### src/rtl/core/oamr_pkg.sv
// Shared types, codes and command structs for the operand address mode resolver.
package oamr_pkg;

  typedef struct packed {
    logic [1:0]  mode;
    logic [15:0] address;
    logic [15:0] data;
    logic [5:0]  specifier;
  } oamr_in_t;

  typedef struct packed {
    logic [15:0] operand_address;
    logic [15:0] operand_value;
    logic        is_register;
    logic        mode_error;
  } oamr_out_t;

  localparam logic [1:0] ITEM_MEM_WR  = 2'd0;
  localparam logic [1:0] ITEM_REG_WR  = 2'd1;
  localparam logic [1:0] ITEM_RESOLVE = 2'd2;

  localparam logic [2:0] AM_REG         = 3'd0;
  localparam logic [2:0] AM_DEF         = 3'd1;
  localparam logic [2:0] AM_AUTOINC     = 3'd2;
  localparam logic [2:0] AM_AUTOINC_DEF = 3'd3;
  localparam logic [2:0] AM_AUTODEC     = 3'd4;
  localparam logic [2:0] AM_AUTODEC_DEF = 3'd5;

  typedef enum logic [2:0] {
    ST_IDLE,
    ST_DECODE,
    ST_REM,
    ST_WRITE,
    ST_READ,
    ST_FETCH
  } oamr_state_t;

  typedef enum logic [1:0] {
    XS_ADDR,
    XS_REG,
    XS_REG_DEC,
    XS_RDATA
  } oamr_xsel_t;

  typedef enum logic [1:0] {
    REG_NONE,
    REG_WRITE,
    REG_INC,
    REG_DEC
  } oamr_regop_t;

  typedef enum logic [2:0] {
    EA_HOLD,
    EA_REGNUM,
    EA_REG,
    EA_REG_DEC,
    EA_RDATA,
    EA_ZERO
  } oamr_easel_t;

  typedef enum logic [1:0] {
    VAL_HOLD,
    VAL_REG,
    VAL_RDATA,
    VAL_ZERO
  } oamr_valsel_t;

  typedef struct packed {
    logic         capture;
    oamr_xsel_t   x_sel;
    logic         ld_q;
    logic         ld_idx;
    logic         mem_we;
    logic         mem_re;
    oamr_regop_t  reg_op;
    oamr_easel_t  ea_sel;
    oamr_valsel_t val_sel;
    logic         is_reg;
    logic         err;
    logic         finish;
  } oamr_cmd_t;

  typedef struct packed {
    logic [1:0] item_mode;
    logic [2:0] addr_mode;
  } oamr_sts_t;

endpackage

### src/rtl/core/oamr_ctrl.sv
// Sequencer for operand resolution, memory writes and register writes.
module oamr_ctrl import oamr_pkg::*; (
  input  logic      clk,
  input  logic      rst_n,
  input  logic      start,
  input  oamr_sts_t sts,
  output oamr_cmd_t cmd,
  output logic      busy
);

  oamr_state_t state_r, state_nxt;
  logic        second_r, second_nxt;
  logic        deferred;

  always_ff @(posedge clk) begin
    if (!rst_n) begin
      state_r  <= ST_IDLE;
      second_r <= 1'b0;
    end else begin
      state_r  <= state_nxt;
      second_r <= second_nxt;
    end
  end

  assign deferred = (sts.addr_mode == AM_AUTOINC_DEF) || (sts.addr_mode == AM_AUTODEC_DEF);
  assign busy     = (state_r != ST_IDLE);

  always_comb begin
    state_nxt  = state_r;
    second_nxt = second_r;
    cmd        = '0;
    case (state_r)
      ST_IDLE: begin
        if (start) begin
          cmd.capture = 1'b1;
          state_nxt   = ST_DECODE;
        end
      end
      ST_DECODE: begin
        second_nxt = 1'b0;
        case (sts.item_mode)
          ITEM_MEM_WR: begin
            cmd.x_sel = XS_ADDR;
            cmd.ld_q  = 1'b1;
            state_nxt = ST_REM;
          end
          ITEM_REG_WR: begin
            cmd.reg_op = REG_WRITE;
            state_nxt  = ST_IDLE;
          end
          ITEM_RESOLVE: begin
            case (sts.addr_mode)
              AM_REG: begin
                cmd.ea_sel  = EA_REGNUM;
                cmd.val_sel = VAL_REG;
                cmd.is_reg  = 1'b1;
                cmd.finish  = 1'b1;
                state_nxt   = ST_IDLE;
              end
              AM_DEF, AM_AUTOINC: begin
                cmd.x_sel  = XS_REG;
                cmd.ld_q   = 1'b1;
                cmd.ea_sel = EA_REG;
                cmd.reg_op = (sts.addr_mode == AM_AUTOINC) ? REG_INC : REG_NONE;
                state_nxt  = ST_REM;
              end
              AM_AUTOINC_DEF: begin
                cmd.x_sel  = XS_REG;
                cmd.ld_q   = 1'b1;
                cmd.reg_op = REG_INC;
                state_nxt  = ST_REM;
              end
              AM_AUTODEC: begin
                cmd.x_sel  = XS_REG_DEC;
                cmd.ld_q   = 1'b1;
                cmd.ea_sel = EA_REG_DEC;
                cmd.reg_op = REG_DEC;
                state_nxt  = ST_REM;
              end
              AM_AUTODEC_DEF: begin
                cmd.x_sel  = XS_REG_DEC;
                cmd.ld_q   = 1'b1;
                cmd.reg_op = REG_DEC;
                state_nxt  = ST_REM;
              end
              default: begin
                cmd.ea_sel  = EA_ZERO;
                cmd.val_sel = VAL_ZERO;
                cmd.err     = 1'b1;
                cmd.finish  = 1'b1;
                state_nxt   = ST_IDLE;
              end
            endcase
          end
          default: begin
            state_nxt = ST_IDLE;
          end
        endcase
      end
      ST_REM: begin
        cmd.ld_idx = 1'b1;
        state_nxt  = (sts.item_mode == ITEM_MEM_WR) ? ST_WRITE : ST_READ;
      end
      ST_WRITE: begin
        cmd.mem_we = 1'b1;
        state_nxt  = ST_IDLE;
      end
      ST_READ: begin
        cmd.mem_re = 1'b1;
        state_nxt  = ST_FETCH;
      end
      ST_FETCH: begin
        if (deferred && !second_r) begin
          cmd.ea_sel = EA_RDATA;
          cmd.x_sel  = XS_RDATA;
          cmd.ld_q   = 1'b1;
          second_nxt = 1'b1;
          state_nxt  = ST_REM;
        end else begin
          cmd.val_sel = VAL_RDATA;
          cmd.finish  = 1'b1;
          state_nxt   = ST_IDLE;
        end
      end
      default: begin
        state_nxt = ST_IDLE;
      end
    endcase
  end

endmodule

### config.mk
export PLATFORM = sky130hd
export DESIGN_NAME = oamr_ctrl
export DESIGN_NICKNAME = d
export VERILOG_FILES = /design/src/rtl/core/oamr_pkg.sv /design/src/rtl/core/oamr_ctrl.sv
export SDC_FILE = /design/constraint.sdc
export NUM_CORES = 1
export LEC_CHECK = 0
export CORE_AREA = 2 2 39 41
export CTS_CLUSTER_SIZE = 20
export DETAILED_ROUTE_END_ITERATION = 8
export DIE_AREA = 0 0 41 43
export DONT_BUFFER_PORTS = 1
export GPL_ROUTABILITY_DRIVEN = 0
export MAX_ROUTING_LAYER = met4
export PLACE_DENSITY = 0.64
export REMOVE_ABC_BUFFERS = 1
export SLEW_MARGIN = 15
export SYNTH_ARGS = -nofsm -noshare
export SYNTH_HDL_FRONTEND = slang
export SYNTH_SLANG_ARGS = --single-unit
export TNS_END_PERCENT = 100
### constraint.sdc
create_clock -name clk -period 2.4 [get_ports clk]
set_input_delay 0.48 -clock clk [delete_from_list [all_inputs] [get_ports clk]]
set_output_delay 0.48 -clock clk [all_outputs]
set_load 0.1 [all_outputs]
==> reports/results.tsv, run 1 <==
metric	value	unit
status	complete, no violations	
synth top area cells	dfxtp_1, ha_1, o21ai_0	
Max Root-Sink Buffers	2	
Synth Flop Type	dfxtp_1	
Final Instance Area	928.4	sq um
Synth-to-Final Area Change	76.67	%
area of the multi-input gates	454.2	sq um
post-synthesis sequential area ratio	15.24	%
CTS tree	yes	
post-synthesis async set-or-reset flop share	0	%
worst hold-check path type	in2reg	
largest net degree at the start of global routing	12	
gr usage total	19.10	%
Netlist cell types	32	
# setup viols final	0	
fin crit period	2296	ps
WL/cell	13.66	um
max cap viols	0	
die height	43	um
clock buffer count from CTS	3	
Slew @ Worst Pin	409.4	ps
vias in the first global route	571	
Worst slew margin	72.67	%
Vias/cell	5.327	
Synth area leader	dfxtp_1	
H-tree Lvls	1	
HPWL after detailed placement	1178	um
top cells by instance count after synthesis	nor2_1, nand2_1, o21ai_0	
Final period util	95.67	%
Peak VDD IR	130.7	uV
Pwr Density	316.3	nW/um^2
most frequent cell after synthesis	nor2_1	
Post-DP Area	900.9	sq um
Fillers	112	
core area	1384	sq um
Detail Route Antenna Nets	0	
TritonRoute pass-1 iters	4	
Critical Path Start Type	flip-flop	
die area	1763	sq um
Static Leakage	0.0003811	uW
Vias	554	
DR DRC count	0	
EDFF count, synth	0	
I/O pins	26	
CTS root buf	clkbuf_4	
Seq. cell area	80.08	sq um
Yosys reg bits	4	
global-route wire length before repair	2359	um
share of cells above drive strength 1	53.41	%
n_diodes	0	
Worst Path Required	1920	ps
antenna violations before repair	0	
post-synthesis cell area	525.5	sq um
TritonCTS Sinks	4	
DR iter-0 viols	5	
CP max FO	11	
top cell type's share of synthesized area	15.24	%
Reg2Reg Depth	5	
hold_buf cts	0	
Worst Skew	1.944	ps
final-report hold violation count	0	
count of yosys warnings during synthesis	0	
Crit. End Element	output port	
cell count after synthesis	71	
total grt overflow	0	
Worst Path Arrival	1820	ps
Detailed Route WL	1421	um
WHS Path Cells	1	
Peak Freq	0.4355	GHz
Clock Latency Late Sink	230	ps
Worst-path clk slew	40	ps
Port-buffer cells	0	
row cnt	14	
Initial Util	37.97	%
Avg Cell Area, Syn	7.401	sq um
layout net count	101	
final max-slew violation count	0	
crit path kind	reg2out	
Die Wd	41	um
unrepaired setup endpoints after global routing	false	
setup total negative slack	0	ps
sequential cells by signal, indices dropped and copies added, names as in the netlist:
name,flops
state_r,3
second_r,1
cells in the final DEF (no fill, tap or decap), drive strengths merged:
cell type and instances:
inv 5, a31oi 2, clkbuf 6, a21oi 5
dfxtp 4, or3 3, or3b 2, nor3b 3
o31ai 1, buf 16, o21ai 8, and2 1
a221o 1, ha 3, o211a 1, or2 1
o21bai 1, nand2b 4, nand3b 1, nand2 7
nor2 9, nor3 1, a21boi 1, xor2 2
timing repair:
action,in CTS,in global routing
setup buffers,0,0
endpoints found under the setup margin,0,1
resized for setup,0,1
cells by family after synthesis:
family	after synthesis	share of synthesized area, %
and+or+nand+nor	32	35.24
AOI/OAI and AO/OA	20	27.15
buffers and inverters	10	10.47
DFF	4	15.24
adders and majority gates	3	7.144
xor gates and xnor gates	2	4.763
critical path, stage by stage, from the launching register on:
cell and delay, ps:
dfxtp_1 560, nand3b_2 160, or3b_4 480, o21ai_2 70, buf_4 300
final cells by class:
| cell class | count | area share (%) |
|---|---|---|
| clock buffers | 3 | 2.426 |
| inverters | 5 | 2.022 |
| multi-input cells | 57 | 48.92 |
| flip-flops and latches | 4 | 8.625 |
| well taps | 16 | 2.156 |
| repair buffers | 19 | 35.85 |
worst paths after layout:
kind         slack, ps       start         end
min reg2reg        460    second_r    second_r
min                380       rst_n  state_r[1]
max                100  state_r[2]     cmd[13]
max reg2reg        560  state_r[2]  state_r[1]
metrics by stage:
step	instances	util, %	hold slack [ps]	power [uW]	setup WS, ps
finish	104	67.09	380.8	293.6	104.0
global placement	101	65.10	445.1	206.6	389.6
global route	104	67.09	377.6	305.1	55.77
CTS	104	66.73	371.4	296.5	119.0
detailed placement	101	65.10	449.0	209.2	346.8
floorplan	66	-	430.0	168.2	-1320
metal layers:
metal	GRT usage (%)	vias up	share of wire [%]
met5	-	-	0
met1	19.49	255	37
met2	33.13	23	54
met4	7.333	0	0
li1	-	276	-
met3	4.188	0	8.9
where the power goes:
part	internal, uW	switching [uW]	total [uW]
clock	56.1	29.7	85.9
combinational	43.7	90.2	134
sequential	68.9	5.01	73.9
(Power assumes the default switching activity.)
==> inputs of run 2 (changes only) <==
--- a/config.mk
+++ b/config.mk
@@ -5,6 +5,7 @@
 export SDC_FILE = /design/constraint.sdc
 export NUM_CORES = 1
 export LEC_CHECK = 0
+export ABC_AREA = 1
 export CORE_AREA = 2 2 39 41
 export CTS_CLUSTER_SIZE = 20
 export DETAILED_ROUTE_END_ITERATION = 8
@@ -12,7 +13,7 @@
 export DONT_BUFFER_PORTS = 1
 export GPL_ROUTABILITY_DRIVEN = 0
 export MAX_ROUTING_LAYER = met4
-export PLACE_DENSITY = 0.64
+export PLACE_DENSITY = 0.58
 export REMOVE_ABC_BUFFERS = 1
 export SLEW_MARGIN = 15
 export SYNTH_ARGS = -nofsm -noshare
==> run 2 against run 1 <==
  * Global-route usage down 2.9 points
  * Utilization down 12 points
  * Die area unchanged
  * Synthesized area down 13%
  * Register-to-register slack better by 790 ps
  * Combinational power up 30%
  * Critical path depth up 1
  * Sequential power up 1%
  * Cell area down 18%
  * Via count up 1.8%
  * Critical endpoint is now cmd[0]
  * Largest cell class unchanged
  * Highest routed layer unchanged
==> reports/results.tsv, run 2 <==
metric	value	unit	change
I/O pins	26		unchanged
CP max stage delay	380	ps	was 560 ps
count of yosys warnings during synthesis	0		unchanged
Worst Path Arrival	1560	ps	was 1820 ps
Worst slew margin	81.70	%	was 72.67%
Port-buffer cells	0		unchanged
Critical Path Start Type	flip-flop		unchanged
Final Instance Area	764.5	sq um	was 928.4 sq um
DR DRC count	0		unchanged
# Post-CTS Setup Buffers	0		unchanged
Avg Cell Area, Syn	5.600	sq um	was 7.401 sq um
Crit. End Element	output port		unchanged
vias in the first global route	522		was 571
Detailed Route WL	1195	um	was 1421 um
fin crit period	2042	ps	was 2296 ps
Worst Skew	2.579	ps	was 1.944 ps
commonest cells after routing, fill and taps aside	inv_1, nand2_1, buf_4, nor2_1		was buf_12, nand2_1, nor2_2, o21ai_0, buf_4
Detail Route Antenna Nets	0		unchanged
Final period util	85.07	%	was 95.67%
hold_buf cts	0		unchanged
post-synthesis simple-gate area fraction	43.87	%	was 35.24%
Adder-Cell Fraction of Synth Area	8.174	%	was 7.143%
row cnt	14		unchanged
Reg2Reg Depth	5		unchanged
post-synthesis cell area	459.2	sq um	was 525.5 sq um
EDFF count, synth	0		unchanged
Yosys reg bits	4		unchanged
n_diodes	0		unchanged
global-route wire length before repair	2042	um	was 2359 um
TritonRoute pass-1 iters	4		unchanged
synth top area cells	dfxtp_1, inv_1, nand2_1		was dfxtp_1, ha_1, o21ai_0
post-synthesis mux area share	0	%	unchanged
final-report hold violation count	0		unchanged
die height	43	um	unchanged
Max Root-Sink Buffers	2		unchanged
antenna violations before repair	0		unchanged
largest family of logic cells by synthesized area	simple AND/OR/NAND/NOR gates		unchanged
cell count after synthesis	82		was 71
xor/xnor share of the synthesized area	0	%	was 4.762%
status	complete, no violations		unchanged
# setup viols final	0		unchanged
top cells by instance count after synthesis	inv_1, nand2_1, nor2_1		was nor2_1, nand2_1, o21ai_0
Vias/cell	4.739		was 5.327
Post-DP Area	742.0	sq um	was 900.9 sq um
unrepaired setup endpoints after global routing	false		unchanged
Initial Util	33.18	%	was 37.97%
Comb power frac	53.0	%	was 45.6%
max reg flops	3		unchanged
final max-slew violation count	0		unchanged
Vias	564		was 554
Synth-to-Final Area Change	66.49	%	was 76.67%
Slew @ Worst Pin	274.1	ps	was 409.4 ps
largest net degree at the start of global routing	7		was 12
Synth Flop Type	dfxtp_1		unchanged
DP Worst Slack	438.2	ps	was 346.8 ps
post-synthesis sequential area ratio	17.44	%	was 15.24%
worst hold-check path type	in2reg		unchanged
core area	1384	sq um	unchanged
Synth area leader	dfxtp_1		unchanged
Crit-path slowest cell	dfxtp_1		unchanged
total grt overflow	0		unchanged
max cap viols	0		unchanged
CTS root buf	clkbuf_4		unchanged
internal power	169.3	uW	was 168.7 uW
Die Wd	41	um	unchanged
post-synthesis async set-or-reset flop share	0	%	unchanged
Fillers	126		was 112
Netlist cell types	18		was 32
crit path kind	reg2out		unchanged
Peak Freq	0.4898	GHz	was 0.4355 GHz
Worst-path clk slew	40	ps	about the same
Net Switching	159.4	uW	was 124.9 uW
DR iter-0 viols	11		was 5
WL/cell	10.04	um	was 13.66 um
CTS tree	yes		unchanged
clock buffer count from CTS	3		unchanged
die area	1763	sq um	unchanged
layout net count	116		was 101
top flop regs	state_r: 3 flops, second_r: 1 flops		unchanged
Pwr Density	430.1	nW/um^2	was 316.3 nW/um^2
gr usage total	16.15	%	was 19.10%
fin worst setup slack	358.3	ps	was 104.0 ps
H-tree Lvls	1		unchanged
cts repair resizes	0		unchanged
switching part of the total	48.50	%	was 42.55%
top cell type's share of synthesized area	17.44	%	was 15.24%
CP max FO	6		was 11
Tot Pwr	328.8	uW	was 293.6 uW
Worst Path Required	1920	ps	about the same
internal reg-to-reg setup slack	1350	ps	was 560 ps
HPWL after detailed placement	1051	um	was 1178 um
Static Leakage	0.0004075	uW	was 0.0003811 uW
complex-gate fraction of the synthesized area	13.35	%	was 27.14%
WHS Path Cells	2		was 1
Cell Chain, Critical Path	inv_1 > nor3_4 > nand2_2 > o21ai_2 > buf_4		was nand3b_2 > or3b_4 > o21ai_2 > buf_4
TritonCTS Sinks	4		unchanged
share of cells above drive strength 1	39.81	%	was 53.41%
Clock Latency Late Sink	230	ps	about the same
Peak VDD IR	272.8	uV	was 130.7 uV
Clk network pwr share	24.3	%	was 29.2%
Top reg by flops	state_r		unchanged
sequential fraction of design power	22.7	%	was 25.2%
-- run 2: cell count changes after synthesis, moves of 3 or more --
cell / delta
nand2b_1: -4
nor3b_1: -3
inv_1: +14
nand3_1: +4
o21ai_0: -6
o21ai_1: +3
nand2_1: +11
-- run 2: through the flow --
stage	hold WS (ps)	setup TNS (ps)	util, %	cells
floorplan	455.8	-6071	-	82
global placement	468.0	0	53.62	116
detailed placement	478.7	0	53.62	116
CTS	437.5	0	55.24	119
global route	441.8	0	55.24	119
finish	442.0	0	55.24	119
-- run 2: layout make-up --
type / instances / area, sq um / share of cell area [%]
Tap cell: 16 / 20.02 / 2.619
Inverter: 21 / 78.83 / 10.31
Timing Repair Buffer: 18 / 212.7 / 27.82
Clock buffer: 3 / 22.52 / 2.946
Sequential cell: 4 / 80.08 / 10.47
Multi-Input combinational cell: 57 / 350.3 / 45.83
-- run 2: path summary, 6_finish.rpt --
check,endpoint,start
max,cmd[0],state_r[0]
min,state_r[0],rst_n
max reg2reg,second_r,state_r[0]
min reg2reg,second_r,second_r
-- run 2: critical path: cells and delay by family, from the launching register on --
family                 cells  cell delay, ps
buffers and inverters      2             410
flip-flops                 1             380
AND/OR/NAND/NOR            2             380
AO/OA/AOI/OAI              1             170
-- run 2: kinds of logic (layout without fill, tap and decap cells) --
family / after synthesis / in the layout
fa+ha+maj: 3 / 3
compound gates: 11 / 11
buf+inv: 21 / 42
simple gates: 43 / 43
flops: 4 / 4
-- run 2: layer usage --
layer	global-route usage (%)	routed length, um	vias to the layer above
met5	-	0	-
met4	2.000	0	0
met3	2.618	65	0
met2	24.69	600	19
met1	22.51	529	249
li1	-	-	296
-- run 2: power groups by stage --
stage                     logic [uW]  registers, uW  clock network [uW]
after detailed placement         175           75.5                   0
after CTS                        175           74.5                82.2
after global routing             185           75.1                85.5
final                            174           74.7                79.9
after global placement           173           75.4                   0
after floorplan                  127           74.7                   0
